$ cat src/design/fubt_pkg.sv
// Shared types and constants for the first unique byte tracker.
// No dependencies; every other design file imports this package.
package fubt_pkg;

  localparam int ALPHABET_SIZE = 256;
  localparam int BYTE_W        = 8;
  localparam int IDX_W         = (ALPHABET_SIZE > 2) ? $clog2(ALPHABET_SIZE) : 1;
  localparam int LEN_W         = $clog2(ALPHABET_SIZE + 1);
  localparam int CNT_W         = 2;

  localparam logic [BYTE_W:0] ALPHA_LIM = (BYTE_W + 1)'(ALPHABET_SIZE);

  typedef logic [BYTE_W-1:0] byte_t;
  typedef logic [IDX_W-1:0]  idx_t;
  typedef logic [LEN_W-1:0]  len_t;
  typedef logic [CNT_W-1:0]  cnt_t;

  typedef enum logic [1:0] {
    MARK_NONE     = 2'b00,
    MARK_LISTED   = 2'b01,
    MARK_REPEATED = 2'b10
  } mark_t;

  typedef struct packed {
    logic en;
    idx_t addr;
  } rd_req_t;

  typedef struct packed {
    logic  en;
    idx_t  addr;
    mark_t data;
  } mark_wr_t;

  typedef struct packed {
    logic  en;
    idx_t  addr;
    byte_t data;
  } link_wr_t;

  function automatic idx_t to_idx(byte_t b);
    return b[IDX_W-1:0];
  endfunction

endpackage

$ cat src/design/fubt_link_store.sv
// Next and previous link memories of the list, indexed by byte value.
// Write-through forwarding on every read port. Depends on fubt_pkg.
module fubt_link_store import fubt_pkg::*; (
  input  logic     clk,
  input  rd_req_t  rd_v,
  input  rd_req_t  rd_s,
  input  link_wr_t next_wr,
  input  link_wr_t prev_wr,
  output byte_t    next_v,
  output byte_t    next_s,
  output byte_t    prev_v
);

  byte_t next_mem [ALPHABET_SIZE];
  byte_t prev_mem [ALPHABET_SIZE];
  byte_t next_v_q;
  byte_t next_s_q;
  byte_t prev_v_q;
  byte_t next_fwd;
  byte_t prev_fwd;
  logic  nv_hit;
  logic  ns_hit;
  logic  pv_hit;

  always_ff @(posedge clk) begin
    if (next_wr.en) begin
      next_mem[next_wr.addr] <= next_wr.data;
    end
    if (rd_v.en) begin
      next_v_q <= next_mem[rd_v.addr];
    end
    if (rd_s.en) begin
      next_s_q <= next_mem[rd_s.addr];
    end
  end

  always_ff @(posedge clk) begin
    if (prev_wr.en) begin
      prev_mem[prev_wr.addr] <= prev_wr.data;
    end
    if (rd_v.en) begin
      prev_v_q <= prev_mem[rd_v.addr];
    end
  end

  always_ff @(posedge clk) begin
    if (rd_v.en) begin
      nv_hit   <= next_wr.en && (next_wr.addr == rd_v.addr);
      pv_hit   <= prev_wr.en && (prev_wr.addr == rd_v.addr);
      prev_fwd <= prev_wr.data;
    end
    if (rd_s.en) begin
      ns_hit <= next_wr.en && (next_wr.addr == rd_s.addr);
    end
    if (rd_v.en || rd_s.en) begin
      next_fwd <= next_wr.data;
    end
  end

  assign next_v = nv_hit ? next_fwd : next_v_q;
  assign next_s = ns_hit ? next_fwd : next_s_q;
  assign prev_v = pv_hit ? prev_fwd : prev_v_q;

endmodule

$ cat config.mk
export PLATFORM = sky130hd
export DESIGN_NAME = fubt_link_store
export DESIGN_NICKNAME = d
export VERILOG_FILES = /design/src/design/fubt_pkg.sv /design/src/design/fubt_link_store.sv
export SDC_FILE = /design/constraint.sdc
export NUM_CORES = 2
export LEC_CHECK = 0
export BUFFER_PORTS_ARGS = -buffer_cell sky130_fd_sc_hd__buf_2
export CORE_MARGIN = 10
export CORE_UTILIZATION = 53
export CTS_CLUSTER_SIZE = 25
export DETAILED_ROUTE_END_ITERATION = 10
export PLACE_DENSITY = 0.68
export SLEW_MARGIN = 20
export SYNTH_ARGS = -nofsm -noshare
export SYNTH_HDL_FRONTEND = slang
export SYNTH_SLANG_ARGS = --single-unit
$ cat constraint.sdc
create_clock -name clk -period 3 [get_ports clk]
set_clock_uncertainty 0.2 [all_clocks]
set_input_delay 0.15 -clock clk [delete_from_list [all_inputs] [get_ports clk]]
set_output_delay 0.15 -clock clk [all_outputs]
set_load 0.05 [all_outputs]
==> flow_summary.yaml <==
layout:
  nFillCells: 23104
  fin_nets: 10833
  fin_area_um2: 210000
  layout_common_cells: "4139 x edfxtp_1, 1474 x buf_4, 1292 x mux4_2"
  syn2layout_area_growth_pct: 17.5
  drive_above_1_share: 0.334
  final_common_cell: "edfxtp_1"
drt:
  first_pass_iters: 6
  wl_um: 542000
  drc: 0
  drtAntennaViolNets: 0
  wire_per_inst_um: 34.9
  viasPerCell: 6.74
  vias: 104701
  drt_iter0_markers: 15079
yosys:
  netlist.area_leader.share: 0.697
  ys_seq_elements: 4139
  syn_inst: 9245
  synth.distinct_cells: 58
  synth-edff-count: 4139
  ys.flop_type: "edfxtp_1"
  synth-seq-area-share: 0.697
  async_flop_share: 0
  synth_top_cell_by_area: "edfxtp_1"
  syn_nets: 9298
  yosysWarnings: 0
  netlist_area_um2: 178000
  syn_avg_cell_area_um2: 19.3
  synth_area_leaders: "edfxtp_1 70%, mux4_2 16%, mux2i_1 4.5%, o221ai_1 1.4%, nor2_1 1.3%"
clock_tree:
  clk_latency_ns: 0.98
  clock_path_buffers: 4
  root_buffer: "clkbuf_16"
  cts_buffers: 418
  htreeDepth: 5
  cts_tree: "yes"
  clk_pin_slew_ns: 0.06
  cts_setup_buffers: 0
  cts_num_sinks: 4139
pwr:
  clkPwrFrac: 0.408
  vdd_drop_max_v: 0.000659
  switchingPower_mw: 28.1
  seq_power_share: 0.513
  cellLeakagePower_nw: 70.1
  internal-power_mw: 96.6
  combPwrFrac: 0.079
  switching_share: 0.225
  powerDensity_nw_per_um2: 595
outcome:
  violations: "negative setup slack"
  status: "finished, violations left"
timing:
  period_needed_ns: 3.03
  drv_slew: 0
  finalHoldViolCount: 0
  fmax_mhz: 330
  setup_viol: 3
  rsz0062_at_grt: "true"
  timing.hold.ws_ns: 0.0502
  finalCritPeriodShare: 1.01
  fin_ws_ns: -0.0290
  tightest_slew_ns: 1.16
  slew_headroom: 0.221
floorplanning:
  die_w_um: 600
  coreArea_um2: 334000
  num_rows: 212
  die_h_um: 600
  die_area_um2: 360000
  start_util: 0.534
  io_pins: 77
run:
  max_cap_viol_count: 0
placement:
  io_buffers: 76
  place.gp.congestion: 0.968
  dpl-instance-area_um2: 196000
  dp_hpwl_um: 371000
worst_setup_path:
  critical_path_class: "flip-flop to flip-flop"
  r2r-start: "next_mem[19][4]"
  arrival_ns: 3.56
  ff2ff_setup_slack_ns: -0.03
  r2r_cells: 9
  worstPathMaxFanout: 2
  cp-end-kind: "flip-flop"
  crit_required_ns: 3.53
  cp-start-kind: "flip-flop"
  regToRegEndpoint: "next_v_q[4]"
min_path:
  whs_path_depth: 3
  min-delay-start: "rd_s[8]"
  min_to: "next_fwd[5]"
  holdCritPathClass: "input pin to flip-flop"
grt:
  antenna_found_initial: 26
  grt_pass1_wl_um: 774000
  grt_max_degree: 122
  grt_overflow: 0
  grt_pass1_vias: 104820
  gr-usage-all-layers: 0.297
## stage by stage
step	util	setup slack, ns	TNS, ns	power [mW]	cells
global placement	0.585	-1.19	-15.24	74.7	14694
floorplan	-	0.204	0	70.0	9245
CTS	0.627	-0.233	-0.258	125	15511
global route	0.627	-0.0626	-0.139	128	15515
finish	0.627	-0.0290	-0.0417	125	15524
detailed placement	0.585	-1.05	-15.20	74.8	14694
## logic make-up after synthesis
| family | Yosys count | synth area share |
|---|---|---|
| buf+inv | 693 | 0.0222 |
| mux | 2120 | 0.210 |
| flops | 4139 | 0.697 |
| xor+xnor | 24 | 0.00118 |
| simple gates | 1305 | 0.0318 |
| compound gates | 964 | 0.0381 |
## layout make-up
cell class,count,area [um^2],share of cell area
well taps,4387,5490,0.0262
clock inverters,247,2230,0.0107
diodes,14,35.0,0.000167
inverters,12,68.8,0.000328
flip-flops and latches,4139,124000,0.593
clock buffers,516,11000,0.0524
repair buffers,1796,16100,0.0768
multi-input cells,4413,50400,0.240
## sequential cells by signal (all words and copies together) (netlist names)
register	flops
prev_fwd	8
ns_hit	1
next_s_q	8
nv_hit	1
next_v_q	8
prev_mem	2048
next_fwd	8
prev_v_q	8
next_mem	2048
pv_hit	1
## worst max path at each step
| stage | from | endpoint | slack, ns | cells past startpoint |
|---|---|---|---|---|
| 3_5_place_dp | rd_s[0] | next_s_q[4] | -1.05 | 11 |
| 3_3_place_gp | rd_s[0] | next_s_q[6] | -1.19 | 12 |
| 4_1_cts | next_mem[55][4] | next_v_q[4] | -0.23 | 9 |
| 2_1_floorplan | rd_v[0] | prev_v_q[0] | 0.20 | 10 |
| 6_report | next_mem[19][4] | next_v_q[4] | -0.03 | 9 |
| 5_1_grt | next_mem[23][4] | next_v_q[4] | -0.06 | 9 |
## timing repair
action / in CTS / in global routing
resized for setup: 13 / 21
hold endpoints to repair: 6147 / 0
setup endpoints to repair: 9 / 34
hold buffers: 54 / 0
pin swaps: 0 / 3
## worst max-delay path: stages, from the launching register on
cell and delay, ns:
edfxtp_1 0.41, mux4_2 0.49, mux4_2 0.55, inv_2 0.10, o21ai_4 0.08, nor4_4 0.40, buf_4 0.20, nor4_2 0.06
buf_12 0.13, and3b_1 0.17
## synthesized netlist by cell type (all sizes together), types with 24 or more instances
cell type  number
edfxtp       4139
o221ai        286
mux4         1292
and3           50
mux2i         798
nand3          67
a211oi        108
clkbuf        314
nor2          607
nand2         321
nor4           54
a31oi          24
nor3          103
buf           367
a21oi         165
a221oi         27
mux2           30
o22ai         177
o21ai          95
## power groups by stage
stage	logic (mW)	registers [mW]	clock network [mW]
finish	9.87	64.0	50.9
global route	10.2	63.9	53.7
CTS	9.76	63.9	51.4
detailed placement	9.64	65.2	0
global placement	9.53	65.1	0
floorplan	4.89	65.1	0
## per-layer routing
metal	global-route usage	share of wire	wire length, um
met3	0.0580	0.10	54300
met2	0.472	0.48	258000
met1	0.404	0.37	201000
met4	0.132	0.053	28500
met5	0	0.00021	114
Note: power is estimated with default switching activity, not from simulation.
