File: src/design/fubt_pkg.sv
// Shared types and constants for the first unique byte tracker.
// No dependencies; every other design file imports this package.
package fubt_pkg;

  localparam int ALPHABET_SIZE = 256;
  localparam int BYTE_W        = 8;
  localparam int IDX_W         = (ALPHABET_SIZE > 2) ? $clog2(ALPHABET_SIZE) : 1;
  localparam int LEN_W         = $clog2(ALPHABET_SIZE + 1);
  localparam int CNT_W         = 2;

  localparam logic [BYTE_W:0] ALPHA_LIM = (BYTE_W + 1)'(ALPHABET_SIZE);

  typedef logic [BYTE_W-1:0] byte_t;
  typedef logic [IDX_W-1:0]  idx_t;
  typedef logic [LEN_W-1:0]  len_t;
  typedef logic [CNT_W-1:0]  cnt_t;

  typedef enum logic [1:0] {
    MARK_NONE     = 2'b00,
    MARK_LISTED   = 2'b01,
    MARK_REPEATED = 2'b10
  } mark_t;

  typedef struct packed {
    logic en;
    idx_t addr;
  } rd_req_t;

  typedef struct packed {
    logic  en;
    idx_t  addr;
    mark_t data;
  } mark_wr_t;

  typedef struct packed {
    logic  en;
    idx_t  addr;
    byte_t data;
  } link_wr_t;

  function automatic idx_t to_idx(byte_t b);
    return b[IDX_W-1:0];
  endfunction

endpackage

File: src/design/fubt_list_core.sv
// List update stage: head slots, tail, length, link and mark write-back,
// and the result payload register. Depends on fubt_pkg.
module fubt_list_core import fubt_pkg::*; (
  input  logic     clk,
  input  logic     rst,
  input  logic     accept,
  input  byte_t    in_byte,
  input  logic     in_new,
  input  logic     advance,
  input  mark_t    mark,
  input  byte_t    nxt,
  input  byte_t    prv,
  input  byte_t    fourth,
  output logic     busy,
  output mark_wr_t mark_wr,
  output link_wr_t next_wr,
  output link_wr_t prev_wr,
  output byte_t    s2_upcoming,
  output byte_t    first_unique,
  output byte_t    second_unique,
  output byte_t    third_unique,
  output cnt_t     unique_count
);

  logic  p1_valid;
  byte_t p1_byte;
  logic  p1_new;

  byte_t s0, s1, s2, tail;
  len_t  len;
  byte_t s0_next, s1_next, s2_next, tail_next;
  len_t  len_next;
  byte_t b_s0, b_s1, b_s2, b_tail;
  len_t  b_len;
  logic  in_range;
  logic  do_append;
  logic  do_unlink;
  logic  is_head;
  logic  is_tail;
  cnt_t  cnt_next;

  assign busy = p1_valid;

  always_ff @(posedge clk) begin
    if (rst) begin
      p1_valid <= 1'b0;
    end else if (accept) begin
      p1_valid <= 1'b1;
    end else if (advance) begin
      p1_valid <= 1'b0;
    end
  end

  always_ff @(posedge clk) begin
    if (accept) begin
      p1_byte <= in_byte;
      p1_new  <= in_new;
    end
  end

  always_comb begin
    if (p1_new) begin
      b_s0   = '0;
      b_s1   = '0;
      b_s2   = '0;
      b_tail = '0;
      b_len  = '0;
    end else begin
      b_s0   = s0;
      b_s1   = s1;
      b_s2   = s2;
      b_tail = tail;
      b_len  = len;
    end
  end

  assign in_range = ({1'b0, p1_byte} < ALPHA_LIM);
  assign is_head  = (p1_byte == b_s0);
  assign is_tail  = (p1_byte == b_tail);

  always_comb begin
    do_append = 1'b0;
    do_unlink = 1'b0;
    if (in_range) begin
      unique case (mark)
        MARK_NONE:     do_append = 1'b1;
        MARK_LISTED:   do_unlink = 1'b1;
        MARK_REPEATED: do_append = 1'b0;
        default:       do_append = 1'b0;
      endcase
    end
  end

  always_comb begin
    s0_next   = b_s0;
    s1_next   = b_s1;
    s2_next   = b_s2;
    tail_next = b_tail;
    len_next  = b_len;
    next_wr   = '{en: 1'b0, addr: to_idx(b_tail), data: p1_byte};
    prev_wr   = '{en: 1'b0, addr: to_idx(p1_byte), data: b_tail};
    mark_wr   = '{en: advance && (do_append || do_unlink), addr: to_idx(p1_byte),
                  data: do_append ? MARK_LISTED : MARK_REPEATED};
    if (do_append) begin
      len_next  = b_len + len_t'(1);
      tail_next = p1_byte;
      priority if (b_len == len_t'(0)) begin
        s0_next = p1_byte;
      end else begin
        next_wr.en = advance;
        prev_wr.en = advance;
        if (b_len == len_t'(1)) begin
          s1_next = p1_byte;
        end
        if (b_len == len_t'(2)) begin
          s2_next = p1_byte;
        end
      end
    end else if (do_unlink) begin
      len_next = b_len - len_t'(1);
      priority if (is_head && is_tail) begin
        tail_next = '0;
      end else if (is_tail) begin
        tail_next = prv;
      end else if (!is_head) begin
        next_wr = '{en: advance, addr: to_idx(prv), data: nxt};
        prev_wr = '{en: advance, addr: to_idx(nxt), data: prv};
      end else begin
        tail_next = b_tail;
      end
      priority if (is_head) begin
        s0_next = b_s1;
        s1_next = b_s2;
        s2_next = fourth;
      end else if (p1_byte == b_s1) begin
        s1_next = b_s2;
        s2_next = fourth;
      end else if (p1_byte == b_s2) begin
        s2_next = fourth;
      end else begin
        s2_next = b_s2;
      end
    end
  end

  assign s2_upcoming = advance ? s2_next : s2;
  assign cnt_next    = (len_next >= len_t'(3)) ? cnt_t'(3) : cnt_t'(len_next);

  always_ff @(posedge clk) begin
    if (rst) begin
      len  <= '0;
      tail <= '0;
      s0   <= '0;
      s1   <= '0;
      s2   <= '0;
    end else if (advance) begin
      len  <= len_next;
      tail <= tail_next;
      s0   <= s0_next;
      s1   <= s1_next;
      s2   <= s2_next;
    end
  end

  always_ff @(posedge clk) begin
    if (advance) begin
      first_unique  <= (cnt_next >= cnt_t'(1)) ? s0_next : '0;
      second_unique <= (cnt_next >= cnt_t'(2)) ? s1_next : '0;
      third_unique  <= (cnt_next == cnt_t'(3)) ? s2_next : '0;
      unique_count  <= cnt_next;
    end
  end

endmodule

File: config.mk
export PLATFORM = sky130hd
export DESIGN_NAME = fubt_list_core
export DESIGN_NICKNAME = d
export VERILOG_FILES = /design/src/design/fubt_pkg.sv /design/src/design/fubt_list_core.sv
export SDC_FILE = /design/constraint.sdc
export NUM_CORES = 1
export LEC_CHECK = 0
export BUFFER_PORTS_ARGS = -buffer_cell sky130_fd_sc_hd__buf_4
export CAP_MARGIN = 20
export CORE_UTILIZATION = 56
export DETAILED_ROUTE_END_ITERATION = 7
export GPL_TIMING_DRIVEN = 0
export HOLD_SLACK_MARGIN = 0.05
export PLACE_DENSITY = 0.81
export SETUP_SLACK_MARGIN = 0.15
export SLEW_MARGIN = 40
export SYNTH_ARGS = -nofsm -noshare
export SYNTH_HDL_FRONTEND = slang
export SYNTH_SLANG_ARGS = --single-unit
File: constraint.sdc
create_clock -name clk -period 3.5 [get_ports clk]
set_clock_uncertainty 0.15 [all_clocks]
set_input_delay 0.35 -clock clk [delete_from_list [all_inputs] [get_ports clk]]
set_output_delay 0.35 -clock clk [all_outputs]
set_load 0.005 [all_outputs]
==> impl_metrics.yaml, run 1 <==
status:
  status: "finished, violations left"
  violations: "negative setup slack"
worst_setup_path:
  crit_slowest_cell: "edfxtp_1"
  worstPathCellList: "buf_2 > buf_2 > xnor2_1 > a31oi_1 > o32ai_1 > nand4_1 > nand3_4 > buf_6 > mux2_4 > buf_6 > buf_6"
  start_kind: "flop"
  worstPathArrival_ns: 3.03
  crit_fanout: 10
  required_ns: 3.00
  ff2ff_path_depth: 13
  crit_family: "buffers and inverters"
  r2r_setup_slack_ns: 0.14
  worstSetupPathType: "flop to output pin"
  startpoint: "p1_byte[5]"
  worstReg2RegStart: "p1_new"
  cp.buffers_inverters: 5
  cpMostUsedCell: "buf_6"
  cp_num_cells: 11
  critPathMaxStageDelay_ns: 0.44
  endpoint_kind: "output pin"
global_route:
  met1_usage_pct: 48.7
  grtUsageMet3_pct: 8.06
  grt_pass1_wl_um: 32900
  grt_usage_pct: 39.3
  antenna_found_initial: 0
  use_met2_pct: 63.9
  first_global_vias: 6083
  grt_overflow_total: 0
  grt_start_max_net_pins: 28
  busiest_layer: "met2"
finish:
  area_delta_synth_final_pct: 36.8
  fin_nets: 900
  diodes: 0
  drive_gt1_share_pct: 34.4
  fin_cells: 994
routing:
  drtPass1Iterations: 7
  vias_per_cell: 6.95
  drt_first_iter_violations: 928
  ant_nets: 0
  drc_errors: 0
  wl_um: 23600
  routedWlPerCell_um: 23.7
  vias: 6904
logic_synthesis:
  ys_seq_area_share_pct: 32.6
  synth_cells: 683
  ys_ff_latch: 77
  ys_warn_count: 0
  syn_area_sq_um: 5800
  ys_types: 84
  synth_area_leaders: "edfxtp_1 (18%), dfxtp_1 (15%), nor2_1 (4.4%), o21ai_0 (3.3%), nand2_1 (3.1%)"
  synthArstFlopShare_pct: 0
  synth_edf_count: 35
  synth_commonest_cells: "nor2_1 (68), nand2_1 (48), dfxtp_1 (42)"
  syn_nets: 727
  synth.most_common_cell: "nor2_1"
  synth_flop_cell: "dfxtp_1"
  yosysTopAreaCell: "edfxtp_1"
  synth_top_area_share_pct: 18.1
  syn_avg_cell_area_sq_um: 8.49
sta:
  finalHoldWorstSlack_ns: 0.133
  rsz0062_at_grt: "yes"
  setup_viol: 5
  relSlewSlack_pct: 46.6
  max_freq_ghz: 0.283
  final.period_utilization_pct: 101
  worst_slew_pin_slew_ns: 0.801
  finalCriticalPeriod_ns: 3.53
  final_max_slew_viol_count: 0
  worst_slack_ns: -0.0349
  hold_violations: 0
die:
  die_height_um: 104
  num_rows: 36
  initial_core_util_pct: 58.5
  die_width_um: 104
  fp.coreArea_sq_um: 9910
  ios: 119
  die_area_sq_um: 10800
clock_tree:
  clk_path_buf_depth: 2
  clkTransAtPathRegs_ns: 0.11
  cts_buffers: 9
  cts_tree: "built"
  cts_sinks: 77
  h-tree-depth: 3
  clkLatencyLatePin_ns: 0.39
  root_buffer: "clkbuf_8"
place:
  dp_hpwl_um: 15000
  dp.cells: 934
  place_congestion: 0.971
  io_buffers: 118
hold_path:
  worstHoldPathCells: 1
  hp-class: "input pin to flop"
  holdCritStartpoint: "accept"
power:
  p_leak_nw: 3.09
  irDropWorstVdd_uv: 244
  p_per_area_nw_per_um2: 328
flow_run:
  cap_viol_max_count: 0
==> state kept, by name, indices dropped and copies added, names as in the netlist <==
register,count
len,9
first_unique,8
p1_byte,8
s0,8
s1,8
s2,8
second_unique,8
tail,8
third_unique,8
unique_count,2
busy,1
p1_new,1
==> layout by cell type (no fill, tap or decap), drive strengths merged, types with 5 or more instances in the layout <==
cell type and count:
a211oi 6, a21o 10, a21oi 32, a221oi 14, a22oi 12, a311oi 6
a31oi 24, a32oi 6, and2 5, buf 202, clkbuf 39, dfxtp 42
dlygate4sd3 9, edfxtp 35, ha 5, inv 21, mux2 18, mux2i 13
nand2 49, nand3 14, nand4 14, nor2 72, nor2b 11, nor3 16
nor4 8, nor4bb 10, o21a 11, o21ai 41, o22ai 15, o2bb2ai 5
o32ai 9, xnor2 16, xor2 5
==> logic make-up (layout without fill, tap and decap cells) <==
logic type / count (synthesis) / after routing / synth area share (%)
simple gates: 225 / 225 / 21.2
compound gates: 224 / 224 / 27.3
buf+inv: 100 / 278 / 8.83
flops: 77 / 77 / 32.6
mux: 31 / 31 / 5.81
xor+xnor: 21 / 21 / 3.17
fa+ha+maj: 5 / 5 / 1.08
==> path summary, 6_finish.rpt <==
check	end
hold reg to reg	busy
setup reg to reg	first_unique[5]
setup / recovery	prev_wr[1]
hold / removal	p1_byte[6]
==> worst register-to-register path: cells and delay by family (launching register included) <==
kind            cells  cell delay (ns)
fa+ha+maj           1             0.12
xor+xnor            1             0.19
buf+inv             4             0.55
flops               1             0.57
compound gates      1             0.08
simple gates        6             1.44
==> timing repair <==
| item | CTS | global route |
|---|---|---|
| hold buffers | 9 | 0 |
| pin swaps | 8 | 25 |
| endpoints found under the hold margin | 9 | 0 |
| cloned | 1 | 0 |
| resized for setup | 38 | 90 |
| setup buffers | 10 | 24 |
| setup endpoints to repair | 67 | 65 |
==> per-stage QoR <==
stage / instance area [sq um] / total power (W) / TNS [ns] / util, % / setup WS [ns]
2_1_floorplan: 5800 / 0.00140 / 0 / - / 0.621
6_report: 7930 / 0.00260 / -0.102 / 80.0 / -0.0349
3_5_place_dp: 6850 / 0.00166 / -0.359 / 69.1 / -0.0886
4_1_cts: 7400 / 0.00246 / 0 / 74.7 / 0.139
3_3_place_gp: 6850 / 0.00164 / 0 / 69.1 / 0.0573
5_1_grt: 7930 / 0.00266 / -1.08 / 80.0 / -0.112
==> where the power goes <==
part	switching [W]	internal, W	total (W)
Clock	0.000377	0.000420	0.000797
Combinational	0.000422	0.000346	0.000767
Sequential	0.0000507	0.000987	0.00104
==> layout make-up <==
cell class | count | area (sq um)
multi-input cells | 506 | 3720
clock inverters | 6 | 86.3
inverters | 22 | 87.6
fillers | 618 | 1980
well taps | 133 | 166
flip-flops and latches | 77 | 1890
plain buffers | 78 | 526
clock buffers | 10 | 138
repair buffers | 162 | 1320
==> layer usage <==
| layer | wire (um) | part of all wire, % |
|---|---|---|
| met5 | 0 | 0 |
| met4 | 1650 | 7.0 |
| met3 | 2980 | 13 |
| met2 | 10700 | 46 |
| met1 | 8220 | 35 |
(Power assumes the default switching activity.)
==> run 2: changes to the inputs <==
Settings changed: CORE_UTILIZATION 56 to 49, PLACE_DENSITY 0.81 to 0.73, RECOVER_POWER set to 25.
==> run 2 against run 1 <==
  * The flow now finishes without violations
  * Global-route usage shrank 5.3 points
  * Flip-flop and latch count is the same
  * Critical endpoint is now s2_upcoming[5]
  * Worst setup slack gained 0.20 ns
  * Clock power grew 28%
  * Critical path type unchanged
  * Critical path depth shrank 1
  * Sequential share of layout area grew 0.88 points
==> impl_metrics.yaml, run 2 (synthesized netlist as in run 1, its figures left out) <==
worst_setup_path:
  required_ns: 3.00
  critPathMaxStageDelay_ns: 0.37
  worstPathArrival_ns: 2.84
  worstSetupPathType: "flop to output pin"
  ff2ff_path_depth: 13
  start_kind: "flop"
  crit_family: "compound AO/OA/AOI/OAI gates"
  crit_fanout: 10
  cp.buffers_inverters: 3
  r2r_setup_slack_ns: 0.23
  crit_slowest_cell: "nor4bb_1"
  endpoint_kind: "output pin"
  cp_num_cells: 10
  worstPathCellList: "buf_2 > nor4bb_1 > a32oi_1 > a32o_1 > o22a_2 > buf_6 > a21oi_1 > a41oi_2 > a31oi_1 > buf_4"
finish:
  postLayoutCoreUtil_pct: 66.7
  fin_nets: 886
  drive_gt1_share_pct: 31.4
  mostFrequentLayoutCells: "buf_4 (145), nor2_1 (68), nand2_1 (47), dfxtp_1 (42), edfxtp_1 (35)"
  area_delta_synth_final_pct: 31.9
  final_common_cell: "buf_4"
  regMostFlops: "len"
  fin_cells: 990
  largest_reg_flops: 9
  diodes: 0
global_route:
  grt_usage_pct: 34.0
  grt_start_max_net_pins: 28
  grt_pass1_wl_um: 32600
  antenna_found_initial: 0
  grt_overflow_total: 0
  first_global_vias: 5869
sta:
  final_max_slew_viol_count: 0
  max_freq_ghz: 0.300
  finalHoldWorstSlack_ns: 0.190
  finalCriticalPeriod_ns: 3.34
  setup_viol: 0
  final.period_utilization_pct: 95.3
  relSlewSlack_pct: 50.8
  worst_slew_pin_slew_ns: 0.737
  hold_violations: 0
  rsz0062_at_grt: "yes"
die:
  die_width_um: 111
  die_height_um: 111
  ios: 119
  initial_core_util_pct: 50.6
  fp.coreArea_sq_um: 11500
  die_area_sq_um: 12300
  num_rows: 39
power:
  irDropWorstVdd_uv: 267
  p_per_area_nw_per_um2: 361
  p_leak_nw: 3.00
routing:
  ant_nets: 0
  wl_um: 21400
  routedWlPerCell_um: 21.6
  drtPass1Iterations: 5
  drc_errors: 0
  drt_first_iter_violations: 743
  vias: 6335
  vias_per_cell: 6.40
flow_run:
  cap_viol_max_count: 0
hold_path:
  hp-class: "input pin to flop"
  worstHoldPathCells: 3
clock_tree:
  cts_tree: "built"
  clkLatencyLatePin_ns: 0.35
  clkTransAtPathRegs_ns: 0.06
  h-tree-depth: 3
  root_buffer: "clkbuf_16"
  clk_path_buf_depth: 2
  cts_sinks: 77
  cts_buffers: 9
place:
  dp_hpwl_um: 15300
  dp.cells: 944
  place_congestion: 0.947
  io_buffers: 118
status:
  status: "completed"
-- run 2: changes by cell type in the layout (fill, tap and decap cells not counted), sizes merged --
cell and delta:
clkinv +1, clkinvlp -1, buf -27, clkbuf +13
-- run 2: layout make-up --
type	instances	area (sq um)
fillers	942	3820
multi-input cells	506	3540
flip-flops and latches	77	1890
repair buffers	148	1150
plain buffers	78	487
clock buffers	10	229
well taps	143	179
clock inverters	6	87.6
inverters	22	82.6
-- run 2: repair_timing --
item	in CTS	in global routing
resized for setup	21	51
hold buffers	9	0
setup endpoints to repair	68	60
pin swaps	7	11
buffers inserted	11	9
endpoints found under the hold margin	9	0
cloned	1	0
-- run 2: report_power, final --
| part | leakage (nW) | switching [W] | internal (W) | total [W] |
|---|---|---|---|---|
| Combinational | 2.15 | 0.000388 | 0.000315 | 0.000704 |
| Clock | 0.156 | 0.000399 | 0.000625 | 0.00102 |
| Sequential | 0.693 | 0.0000435 | 0.000988 | 0.00103 |
| Total | 3.00 | 0.000831 | 0.00193 | 0.00276 |
-- run 2: per-stage QoR --
step	worst slack (ns)	total power (W)	setup TNS (ns)	area [sq um]
4_1_cts	0.134	0.00272	0	7450
6_report	0.163	0.00276	0	7650
3_3_place_gp	-0.00587	0.00166	-0.0111	6860
3_5_place_dp	-0.0910	0.00167	-0.824	6860
2_1_floorplan	0.621	0.00140	0	5800
5_1_grt	0.112	0.00286	0	7650
-- run 2: path summary, 6_finish.rpt --
check / end / startpoint
setup reg to reg: first_unique[6] / p1_new
setup / recovery: s2_upcoming[5] / p1_byte[4]
hold reg to reg: busy / busy
hold / removal: s2[2] / fourth[2]
-- run 2: tightest hold or removal path, cell delays in order --
cell       delay [ns]
buf_4            0.09
a31oi_2          0.10
o2bb2ai_1        0.12
-- run 2: metal layers --
| layer | track usage [%] | vias to the layer above | wire [um] |
|---|---|---|---|
| li1 | - | 2899 | - |
| met1 | 45.2 | 2979 | 8870 |
| met2 | 55.7 | 402 | 9830 |
| met3 | 5.19 | 55 | 2000 |
| met4 | 12.8 | 0 | 661 |
| met5 | 0 | - | 0 |
