[src/design/fubt_pkg.sv]
// Shared types and constants for the first unique byte tracker.
// No dependencies; every other design file imports this package.
package fubt_pkg;

  localparam int ALPHABET_SIZE = 256;
  localparam int BYTE_W        = 8;
  localparam int IDX_W         = (ALPHABET_SIZE > 2) ? $clog2(ALPHABET_SIZE) : 1;
  localparam int LEN_W         = $clog2(ALPHABET_SIZE + 1);
  localparam int CNT_W         = 2;

  localparam logic [BYTE_W:0] ALPHA_LIM = (BYTE_W + 1)'(ALPHABET_SIZE);

  typedef logic [BYTE_W-1:0] byte_t;
  typedef logic [IDX_W-1:0]  idx_t;
  typedef logic [LEN_W-1:0]  len_t;
  typedef logic [CNT_W-1:0]  cnt_t;

  typedef enum logic [1:0] {
    MARK_NONE     = 2'b00,
    MARK_LISTED   = 2'b01,
    MARK_REPEATED = 2'b10
  } mark_t;

  typedef struct packed {
    logic en;
    idx_t addr;
  } rd_req_t;

  typedef struct packed {
    logic  en;
    idx_t  addr;
    mark_t data;
  } mark_wr_t;

  typedef struct packed {
    logic  en;
    idx_t  addr;
    byte_t data;
  } link_wr_t;

  function automatic idx_t to_idx(byte_t b);
    return b[IDX_W-1:0];
  endfunction

endpackage

[src/design/fubt_mark_store.sv]
// Per-byte mark memory (listed / repeated) with one read and one write port.
// Valid bits give the cleared value after reset or a new stream. Depends on fubt_pkg.
module fubt_mark_store import fubt_pkg::*; (
  input  logic     clk,
  input  logic     rst,
  input  logic     clr,
  input  rd_req_t  rd,
  input  mark_wr_t wr,
  output mark_t    rd_data
);

  mark_t                    mem [ALPHABET_SIZE];
  logic [ALPHABET_SIZE-1:0] valid;
  mark_t                    mem_q;
  mark_t                    fwd_data;
  logic                     fwd_hit;
  logic                     valid_hit;
  logic                     clr_hit;

  always_ff @(posedge clk) begin
    if (wr.en) begin
      mem[wr.addr] <= wr.data;
    end
    if (rd.en) begin
      mem_q <= mem[rd.addr];
    end
  end

  always_ff @(posedge clk) begin
    if (rd.en) begin
      fwd_hit   <= wr.en && (wr.addr == rd.addr);
      fwd_data  <= wr.data;
      valid_hit <= valid[rd.addr];
      clr_hit   <= clr;
    end
  end

  always_ff @(posedge clk) begin
    if (rst) begin
      valid <= '0;
    end else if (clr) begin
      valid <= '0;
    end else if (wr.en) begin
      valid[wr.addr] <= 1'b1;
    end
  end

  always_comb begin
    priority if (clr_hit) begin
      rd_data = MARK_NONE;
    end else if (fwd_hit) begin
      rd_data = fwd_data;
    end else if (valid_hit) begin
      rd_data = mem_q;
    end else begin
      rd_data = MARK_NONE;
    end
  end

endmodule

[config.mk]
export PLATFORM = sky130hd
export DESIGN_NAME = fubt_mark_store
export DESIGN_NICKNAME = d
export VERILOG_FILES = /design/src/design/fubt_pkg.sv /design/src/design/fubt_mark_store.sv
export SDC_FILE = /design/constraint.sdc
export NUM_CORES = 1
export LEC_CHECK = 0
export ABC_AREA = 1
export BUFFER_PORTS_ARGS = -buffer_cell sky130_fd_sc_hd__buf_2
export CAP_MARGIN = 20
export CORE_MARGIN = 4
export CORE_UTILIZATION = 50
export CTS_CLUSTER_DIAMETER = 40
export DETAILED_ROUTE_END_ITERATION = 12
export GPL_TIMING_DRIVEN = 0
export PLACE_DENSITY = 0.65
export SLEW_MARGIN = 20
export SYNTH_ARGS = -nofsm -noshare
export SYNTH_HDL_FRONTEND = slang
export SYNTH_SLANG_ARGS = --single-unit
[constraint.sdc]
create_clock -name clk -period 1.9 [get_ports clk]
set_clock_uncertainty 0.1 [all_clocks]
set_input_delay 0 -clock clk [delete_from_list [all_inputs] [get_ports clk]]
set_output_delay 0 -clock clk [all_outputs]
set_load 0.02 [all_outputs]
==> impl_metrics.prom, run 1 <==
# TYPE chip_impl_metric gauge
chip_impl_info{name="run_status",value="finished with violations"} 1
chip_impl_info{name="violations",value="setup timing"} 1
chip_impl_metric{name="footprint_of_the_multi_input_gates",unit="mm2"} 0.01016
chip_impl_metric{name="regArea",unit="mm2"} 0.02071
chip_impl_info{name="cts_tree",value="done"} 1
chip_impl_metric{name="reg2reg_depth",unit=""} 10
chip_impl_info{name="yosys.cell_count.top_type",value="nand2_1"} 1
chip_impl_metric{name="r2r_setup_slack",unit="ns"} -0.04
chip_impl_metric{name="die_y",unit="um"} 262.5
chip_impl_metric{name="fp.coreArea",unit="mm2"} 0.06435
chip_impl_metric{name="leakagePower",unit="uW"} 0.01346
chip_impl_metric{name="yosysUniqueCellTypes",unit=""} 23
chip_impl_metric{name="p_per_area",unit="mW/mm2"} 1087
chip_impl_info{name="min-delay-path-class",value="in -> reg"} 1
chip_impl_metric{name="row_count",unit=""} 93
chip_impl_metric{name="grt_antenna_before_repair",unit=""} 9
chip_impl_metric{name="post-route-min-period",unit="ns"} 1.942
chip_impl_info{name="synth.top_cells.by_area",value="edfxtp_1 (48%), dfxtp_1 (16%), nand3_1 (11%), nand2_1 (9.6%), nor2_1 (9.5%)"} 1
chip_impl_info{name="grt_setup_unrepaired",value="true"} 1
chip_impl_metric{name="drt_drc_violations_left",unit=""} 0
chip_impl_info{name="crit-reg2reg-launch",value="mem[78][1]"} 1
chip_impl_metric{name="number_of_instances_on_the_worst_hold_path",unit=""} 6
chip_impl_metric{name="synthesis.area",unit="mm2"} 0.03239
chip_impl_metric{name="initial_core_util",unit="%"} 50.34
chip_impl_metric{name="synth_area_per_cell",unit="um2"} 9.293
chip_impl_metric{name="syn-num-nets",unit=""} 3509
chip_impl_metric{name="largest_net_degree_at_the_start_of_global_routing",unit=""} 102
chip_impl_info{name="synth_commonest_cells",value="nand2_1 (826), nor2_1 (817), nand3_1 (741)"} 1
chip_impl_metric{name="routed_via_density",unit=""} 6.040
chip_impl_info{name="startpoint_type",value="flip-flop"} 1
chip_impl_metric{name="ys_seq_area_share",unit="%"} 63.93
chip_impl_metric{name="clkTransAtPathRegs",unit="ns"} 0.06
chip_impl_info{name="post-synth-top-area-cell",value="edfxtp_1"} 1
chip_impl_metric{name="postLayoutCoreUtil",unit="%"} 58.50
chip_impl_metric{name="cts_buffer_depth",unit=""} 3
chip_impl_metric{name="setup_ws",unit="ns"} -0.04180
chip_impl_metric{name="layout-drive-gt1-share",unit="%"} 10.96
chip_impl_metric{name="dp_slack",unit="ns"} -0.8541
chip_impl_metric{name="maxClockFrequency",unit="GHz"} 0.5150
chip_impl_metric{name="dp_hpwl",unit="mm"} 83.65
chip_impl_info{name="setup.worst_path.start",value="mem[78][1]"} 1
chip_impl_metric{name="timing.final.hold_violations",unit=""} 0
chip_impl_metric{name="synthesized_flop_and_latch_total",unit=""} 775
chip_impl_metric{name="detail_route.wirelength",unit="mm"} 127.1
chip_impl_metric{name="cts.sinks",unit=""} 775
chip_impl_metric{name="die-area",unit="mm2"} 0.06893
chip_impl_metric{name="detailroute.via_count",unit=""} 27698
chip_impl_metric{name="max-slew-margin-rel",unit="%"} 14.83
chip_impl_metric{name="ios",unit=""} 25
chip_impl_metric{name="slew_viol_final",unit=""} 0
chip_impl_metric{name="synth-warning-count",unit=""} 0
chip_impl_metric{name="cp.required",unit="ns"} 2.19
chip_impl_metric{name="critPathMaxFanout",unit=""} 1
chip_impl_metric{name="wire_length_of_the_first_global_routing_pass",unit="mm"} 177.2
chip_impl_metric{name="synth_top_cell_area_share",unit="%"} 48.11
chip_impl_metric{name="post-route-period-util",unit="%"} 102.2
chip_impl_metric{name="global_route.overflow_total",unit=""} 0
chip_impl_metric{name="vdd_ir_drop_max",unit="mV"} 0.6940
chip_impl_info{name="dominantRegCellSynth",value="edfxtp_1"} 1
chip_impl_metric{name="portBuffers",unit=""} 18
chip_impl_metric{name="postSynth.asyncResetShare",unit="%"} 0
chip_impl_metric{name="drt_first_iter_violations",unit=""} 4853
chip_impl_metric{name="worstSkewPairLatency",unit="ns"} 0.67
chip_impl_metric{name="area_delta_synth_final",unit="%"} 16.21
chip_impl_metric{name="crit_arrival",unit="ns"} 2.23
chip_impl_info{name="worst_setup_path_end_kind",value="flip-flop"} 1
chip_impl_info{name="min_to",value="fwd_hit"} 1
chip_impl_metric{name="layout.nets",unit=""} 3659
chip_impl_metric{name="report.final.setup_viol",unit=""} 1
chip_impl_info{name="timing.rr.end",value="mem_q[1]"} 1
chip_impl_metric{name="avgRoutedWirePerCell",unit="um"} 27.72
chip_impl_metric{name="max_cap_viol_count",unit=""} 0
chip_impl_metric{name="detail-route-antenna-nets",unit=""} 0
chip_impl_metric{name="dieWidth",unit="um"} 262.5
chip_impl_metric{name="cts-buffers-inserted",unit=""} 102
chip_impl_metric{name="pre_antenna_drt_iters",unit=""} 9
chip_impl_metric{name="clock_tree.htree_level_count",unit=""} 3
chip_impl_info{name="holdCritStartpoint",value="wr[5]"} 1
chip_impl_metric{name="grt_pass1_vias",unit=""} 25645
chip_impl_info{name="criticalPathCategory",value="reg -> reg"} 1
chip_impl_metric{name="number_of_flops_mapped_to_enable_cells_by_yosys",unit=""} 519
chip_impl_metric{name="gp_congestion",unit=""} 1.042
chip_impl_metric{name="globalRouteTotalUtil",unit="%"} 35.61
chip_impl_metric{name="nFillCells",unit=""} 5606
chip_impl_metric{name="worst_pin_slew",unit="ns"} 1.278
chip_impl_info{name="clk_root_buffer_cell",value="clkbuf_16"} 1
chip_impl_metric{name="syn_inst",unit=""} 3486
-- how the worst max path moves through the flow --
| stage | to |
|---|---|
| 4_1_cts | mem[142][1] |
| 6_report | mem_q[1] |
| 3_3_place_gp | mem[126][1] |
| 2_1_floorplan | mem_q[0] |
| 3_5_place_dp | mem_q[1] |
| 5_1_grt | mem[127][0] |
-- sequential cells by signal, summed over array words and instances (netlist names) --
name,cells
clr_hit,1
mem_q,2
fwd_data,2
valid,256
fwd_hit,1
mem,512
valid_hit,1
-- worst max-delay path: stages (launching register included) --
cell and delay, ns:
edfxtp_1 0.39, nand2_1 0.09, nand3_1 0.10, nand3_2 0.12, nand3_1 0.13, nand3_1 0.16, nand2_1 0.14, nand2_1 0.09
nand3_1 0.10, nand3_1 0.15, nand2_1 0.12
-- report_power, final --
part / total [uW] / leakage (uW) / switching, uW / internal (uW)
Clock: 19900 / 0.00171 / 7740 / 12200
Combinational: 2990 / 0.00502 / 2320 / 665
Sequential: 18000 / 0.00673 / 12.8 / 18000
Total: 40900 / 0.0135 / 10100 / 30800
-- cells in the final DEF, fill, tap and decap left out, types with 5 or more instances in the layout --
cell / Yosys / layout
nand2_1: 826 / 825
nor2_1: 817 / 810
nand3_1: 741 / 723
edfxtp_1: 519 / 519
dfxtp_1: 256 / 256
buf_2: 112 / 124
clkbuf_16: 0 / 106
inv_1: 72 / 72
clkbuf_1: 55 / 63
buf_6: 38 / 39
dlygate4sd3_1: 0 / 24
buf_4: 22 / 22
inv_6: 1 / 15
nand3_2: 0 / 15
clkinv_2: 0 / 13
clkinvlp_4: 0 / 12
bufinv_16: 0 / 12
clkinv_4: 0 / 9
clkinv_1: 2 / 8
diode_2: 0 / 7
nor2_2: 0 / 7
clkbuf_8: 0 / 6
clkbuf_2: 0 / 5
o21ba_2: 5 / 5
-- per-stage QoR --
stage | hold WS [ns] | area, um2 | power [uW] | TNS [ns] | instances
floorplan | -0.001131 | 32390 | 19720 | 0 | 3486
global placement | 0.09493 | 33550 | 21130 | -1405.36 | 4359
detailed placement | 0.09298 | 33690 | 21130 | -124.00 | 4363
CTS | 0.007285 | 37480 | 40650 | 0 | 4579
global route | 0.06913 | 37630 | 41610 | -0.2251 | 4579
finish | 0.04236 | 37640 | 40920 | -0.04180 | 4586
-- layer usage --
metal | up-vias | track usage, % | part of all wire [%]
met5 | - | 0 | 0.012
met4 | 4 | 23.45 | 7.7
met3 | 488 | 8.847 | 13
met2 | 2100 | 53.63 | 43
met1 | 13163 | 45.96 | 36
li1 | 11943 | - | -
-- what timing repair did --
action / in CTS / in global routing
hold buffers: 24 / 0
endpoints found under the hold margin: 199 / 0
pin swaps: 0 / 7
setup buffers: 0 / 0
resized for setup: 3 / 39
endpoints found under the setup margin: 3 / 56
-- cell type report --
cell class	instances	area share (%)
flip-flops and latches	775	55.01
diodes	7	0.04653
multi-input cells	2404	26.99
repair buffers	46	1.223
clock buffers	125	7.395
clock inverters	67	2.017
well taps	855	2.842
inverters	77	0.7811
plain buffers	230	3.696
-- cell families (layout without fill, tap and decap cells) --
kind of cell / count (synthesis) / in the layout / share of synthesized area [%]
DFF: 775 / 775 / 63.93
and+or+nand+nor: 2388 / 2388 / 30.56
xor gates and xnor gates: 2 / 2 / 0.05408
AOI/OAI and AO/OA: 14 / 14 / 0.3205
other: 0 / 7 / 0
buffers and inverters: 307 / 545 / 5.141
No activity file was read; power rests on OpenSTA's default activity.
==> run 2, diff against run 1 <==
==> constraint.sdc (replaced) <==
create_clock -name clk -period 1.9 [get_ports clk]
set_clock_uncertainty 0.1 [all_clocks]
set_input_delay 0.095 -clock clk [delete_from_list [all_inputs] [get_ports clk]]
set_output_delay 0.095 -clock clk [all_outputs]
set_load 0.02 [all_outputs]
==> run 2 against run 1 <==
  * The flow still finishes with violations (setup timing)
  * Clock-buffer cell count stayed put
  * Critical path depth is 2 higher
  * Register-to-register slack better by 0.03 ns
  * Wire length is 0.19% higher
  * Worst setup slack worse by 0.0085 ns
  * Sequential cell count stayed put
  * Combinational power hardly changed
  * Sequential share of layout area is 0.24 points higher
  * Clock power hardly changed
  * Non-clock buffer count is 12 lower
  * Critical endpoint is now valid_hit
==> impl_metrics.prom, run 2 (synthesized netlist as in run 1, its figures left out) <==
# TYPE chip_impl_metric gauge
chip_impl_metric{name="post-route-period-util",unit="%"} 102.6
chip_impl_metric{name="postLayoutCoreUtil",unit="%"} 58.25
chip_impl_metric{name="largest_net_degree_at_the_start_of_global_routing",unit=""} 102
chip_impl_metric{name="drt_drc_violations_left",unit=""} 0
chip_impl_metric{name="die_y",unit="um"} 262.5
chip_impl_metric{name="crit_arrival",unit="ns"} 2.24
chip_impl_info{name="crit-reg2reg-launch",value="valid[83]"} 1
chip_impl_info{name="mostFrequentLayoutCells",value="nand2_1 (825), nor2_1 (817), nand3_1 (727)"} 1
chip_impl_info{name="setup.worst_path.start",value="rd[2]"} 1
chip_impl_info{name="run_status",value="finished with violations"} 1
chip_impl_metric{name="layout.cells.non_filler",unit=""} 4570
chip_impl_metric{name="ios",unit=""} 25
chip_impl_metric{name="critPathMaxFanout",unit=""} 10
chip_impl_metric{name="routed_via_density",unit=""} 6.060
chip_impl_metric{name="worstSkewPairLatency",unit="ns"} 0.67
chip_impl_metric{name="post-route-min-period",unit="ns"} 1.950
chip_impl_info{name="startpoint_type",value="input port"} 1
chip_impl_metric{name="grtUsageMet3",unit="%"} 9.250
chip_impl_metric{name="global_route.overflow_total",unit=""} 0
chip_impl_metric{name="fp.coreArea",unit="mm2"} 0.06435
chip_impl_metric{name="maxClockFrequency",unit="GHz"} 0.5127
chip_impl_metric{name="power",unit="uW"} 40930
chip_impl_metric{name="cts.sinks",unit=""} 775
chip_impl_metric{name="initial_core_util",unit="%"} 50.34
chip_impl_metric{name="holdWs",unit="ns"} 0.02176
chip_impl_metric{name="largest_register_ff_count",unit=""} 512
chip_impl_metric{name="drt_first_iter_violations",unit=""} 4712
chip_impl_metric{name="wire_length_of_the_first_global_routing_pass",unit="mm"} 177.1
chip_impl_metric{name="timing.final.hold_violations",unit=""} 0
chip_impl_metric{name="area_delta_synth_final",unit="%"} 15.70
chip_impl_metric{name="vdd_ir_drop_max",unit="mV"} 0.6925
chip_impl_metric{name="report.final.setup_viol",unit=""} 5
chip_impl_metric{name="avgRoutedWirePerCell",unit="um"} 27.87
chip_impl_metric{name="pre_antenna_drt_iters",unit=""} 6
chip_impl_metric{name="grt_pass1_vias",unit=""} 25611
chip_impl_metric{name="grt_use_met2",unit="%"} 53.43
chip_impl_info{name="layout_commonest_cell",value="nand2_1"} 1
chip_impl_info{name="holdCritStartpoint",value="wr[4]"} 1
chip_impl_metric{name="portBuffers",unit=""} 18
chip_impl_info{name="min-delay-path-class",value="in -> reg"} 1
chip_impl_metric{name="p_per_area",unit="mW/mm2"} 1092
chip_impl_metric{name="clkTransAtPathRegs",unit="ns"} 0.06
chip_impl_metric{name="leakagePower",unit="uW"} 0.01343
chip_impl_metric{name="row_count",unit=""} 93
chip_impl_metric{name="dpl_cell_area",unit="mm2"} 0.03369
chip_impl_info{name="grt_most_used_layer",value="met2"} 1
chip_impl_metric{name="max_cap_viol_count",unit=""} 0
chip_impl_metric{name="dp_hpwl",unit="mm"} 83.65
chip_impl_metric{name="layout-drive-gt1-share",unit="%"} 10.72
chip_impl_metric{name="slew_viol_final",unit=""} 0
chip_impl_metric{name="worst_pin_slew",unit="ns"} 1.199
chip_impl_info{name="violations",value="setup timing"} 1
chip_impl_info{name="worst_setup_path_end_kind",value="flip-flop"} 1
chip_impl_metric{name="dieWidth",unit="um"} 262.5
chip_impl_metric{name="detail_route.wirelength",unit="mm"} 127.4
chip_impl_metric{name="setup_ws",unit="ns"} -0.05031
chip_impl_metric{name="cts_buffer_depth",unit=""} 3
chip_impl_metric{name="die-area",unit="mm2"} 0.06893
chip_impl_metric{name="post-route-cell-area",unit="mm2"} 0.03748
chip_impl_metric{name="grt_antenna_before_repair",unit=""} 5
chip_impl_metric{name="layout.nets",unit=""} 3647
chip_impl_metric{name="detail-route-antenna-nets",unit=""} 0
chip_impl_metric{name="clock_tree.htree_level_count",unit=""} 3
chip_impl_info{name="cts_tree",value="done"} 1
chip_impl_info{name="criticalPathCategory",value="in -> reg"} 1
chip_impl_info{name="clk_root_buffer_cell",value="clkbuf_16"} 1
chip_impl_metric{name="globalRouteTotalUtil",unit="%"} 35.57
chip_impl_info{name="regMostFlops",value="mem"} 1
chip_impl_metric{name="post-cts-setup-buffer-count",unit=""} 0
chip_impl_metric{name="cp.required",unit="ns"} 2.19
chip_impl_metric{name="met1_usage",unit="%"} 45.86
chip_impl_metric{name="detailroute.via_count",unit=""} 27693
chip_impl_metric{name="max-slew-margin-rel",unit="%"} 20.07
chip_impl_metric{name="dpl.cell_count",unit=""} 4363
chip_impl_metric{name="cts-buffers-inserted",unit=""} 102
chip_impl_info{name="top_flop_regs",value="mem (512), valid (256)"} 1
chip_impl_metric{name="gp_congestion",unit=""} 1.042
## run 2: cell types whose count changed in the layout (fill, tap and decap cells not counted), sizes merged
cell / delta
clkbuf: +4
diode: -4
buf: -4
dlygate4sd3: -12
## run 2: report_power, final
part	leakage [uW]	internal, uW	switching (uW)
Combinational	0.00499	653	2310
Sequential	0.00673	18000	12.7
Clock	0.00171	12200	7770
Total	0.0134	30800	10100
## run 2: repair_timing
action	in CTS	in global routing
endpoints found under the hold margin	170	0
hold buffers	12	0
gates cloned	0	0
setup endpoints to repair	3	4
gates resized for setup	5	29
pin swaps	0	5
## run 2: worst paths after layout
path | end | slack (ns) | depth (start not counted)
setup / recovery | valid_hit | -0.05 | 12
hold / removal | valid[175] | 0.02 | 7
setup reg to reg | valid_hit | -0.01 | 10
hold reg to reg | valid[48] | 0.37 | 2
## run 2: layout make-up
class,count,area (um2)
fillers,5629,26870
flip-flops and latches,775,20710
multi-input cells,2404,10110
clock buffers,125,2784
plain buffers,230,1403
well taps,855,1070
clock inverters,67,759.5
repair buffers,34,340.3
inverters,77,294.0
diodes,3,7.507
## run 2: routing by layer
metal / share of wire (%) / vias up
met2: 43 / 2082
met3: 13 / 481
met1: 36 / 13230
met4: 7.7 / 4
li1: - / 11896
met5: 0.020 / -
## run 2: stage by stage
step	TNS, ns	worst slack [ns]
6_report	-0.1172	-0.05031
4_1_cts	-0.01102	-0.005901
5_1_grt	-0.02790	-0.02672
3_5_place_dp	-176.56	-0.9491
2_1_floorplan	0	0.3966
3_3_place_gp	-1508.37	-2.578
## run 2: critical path, stage by stage
cell,delay [ns]
buf_2,0.27
inv_2,0.11
clkbuf_4,0.31
clkbuf_4,0.33
nand3_1,0.16
nand3_1,0.13
nand3_1,0.20
nand2_1,0.16
nand2_1,0.10
nand3_1,0.08
nand3_1,0.14
nand2_1,0.13
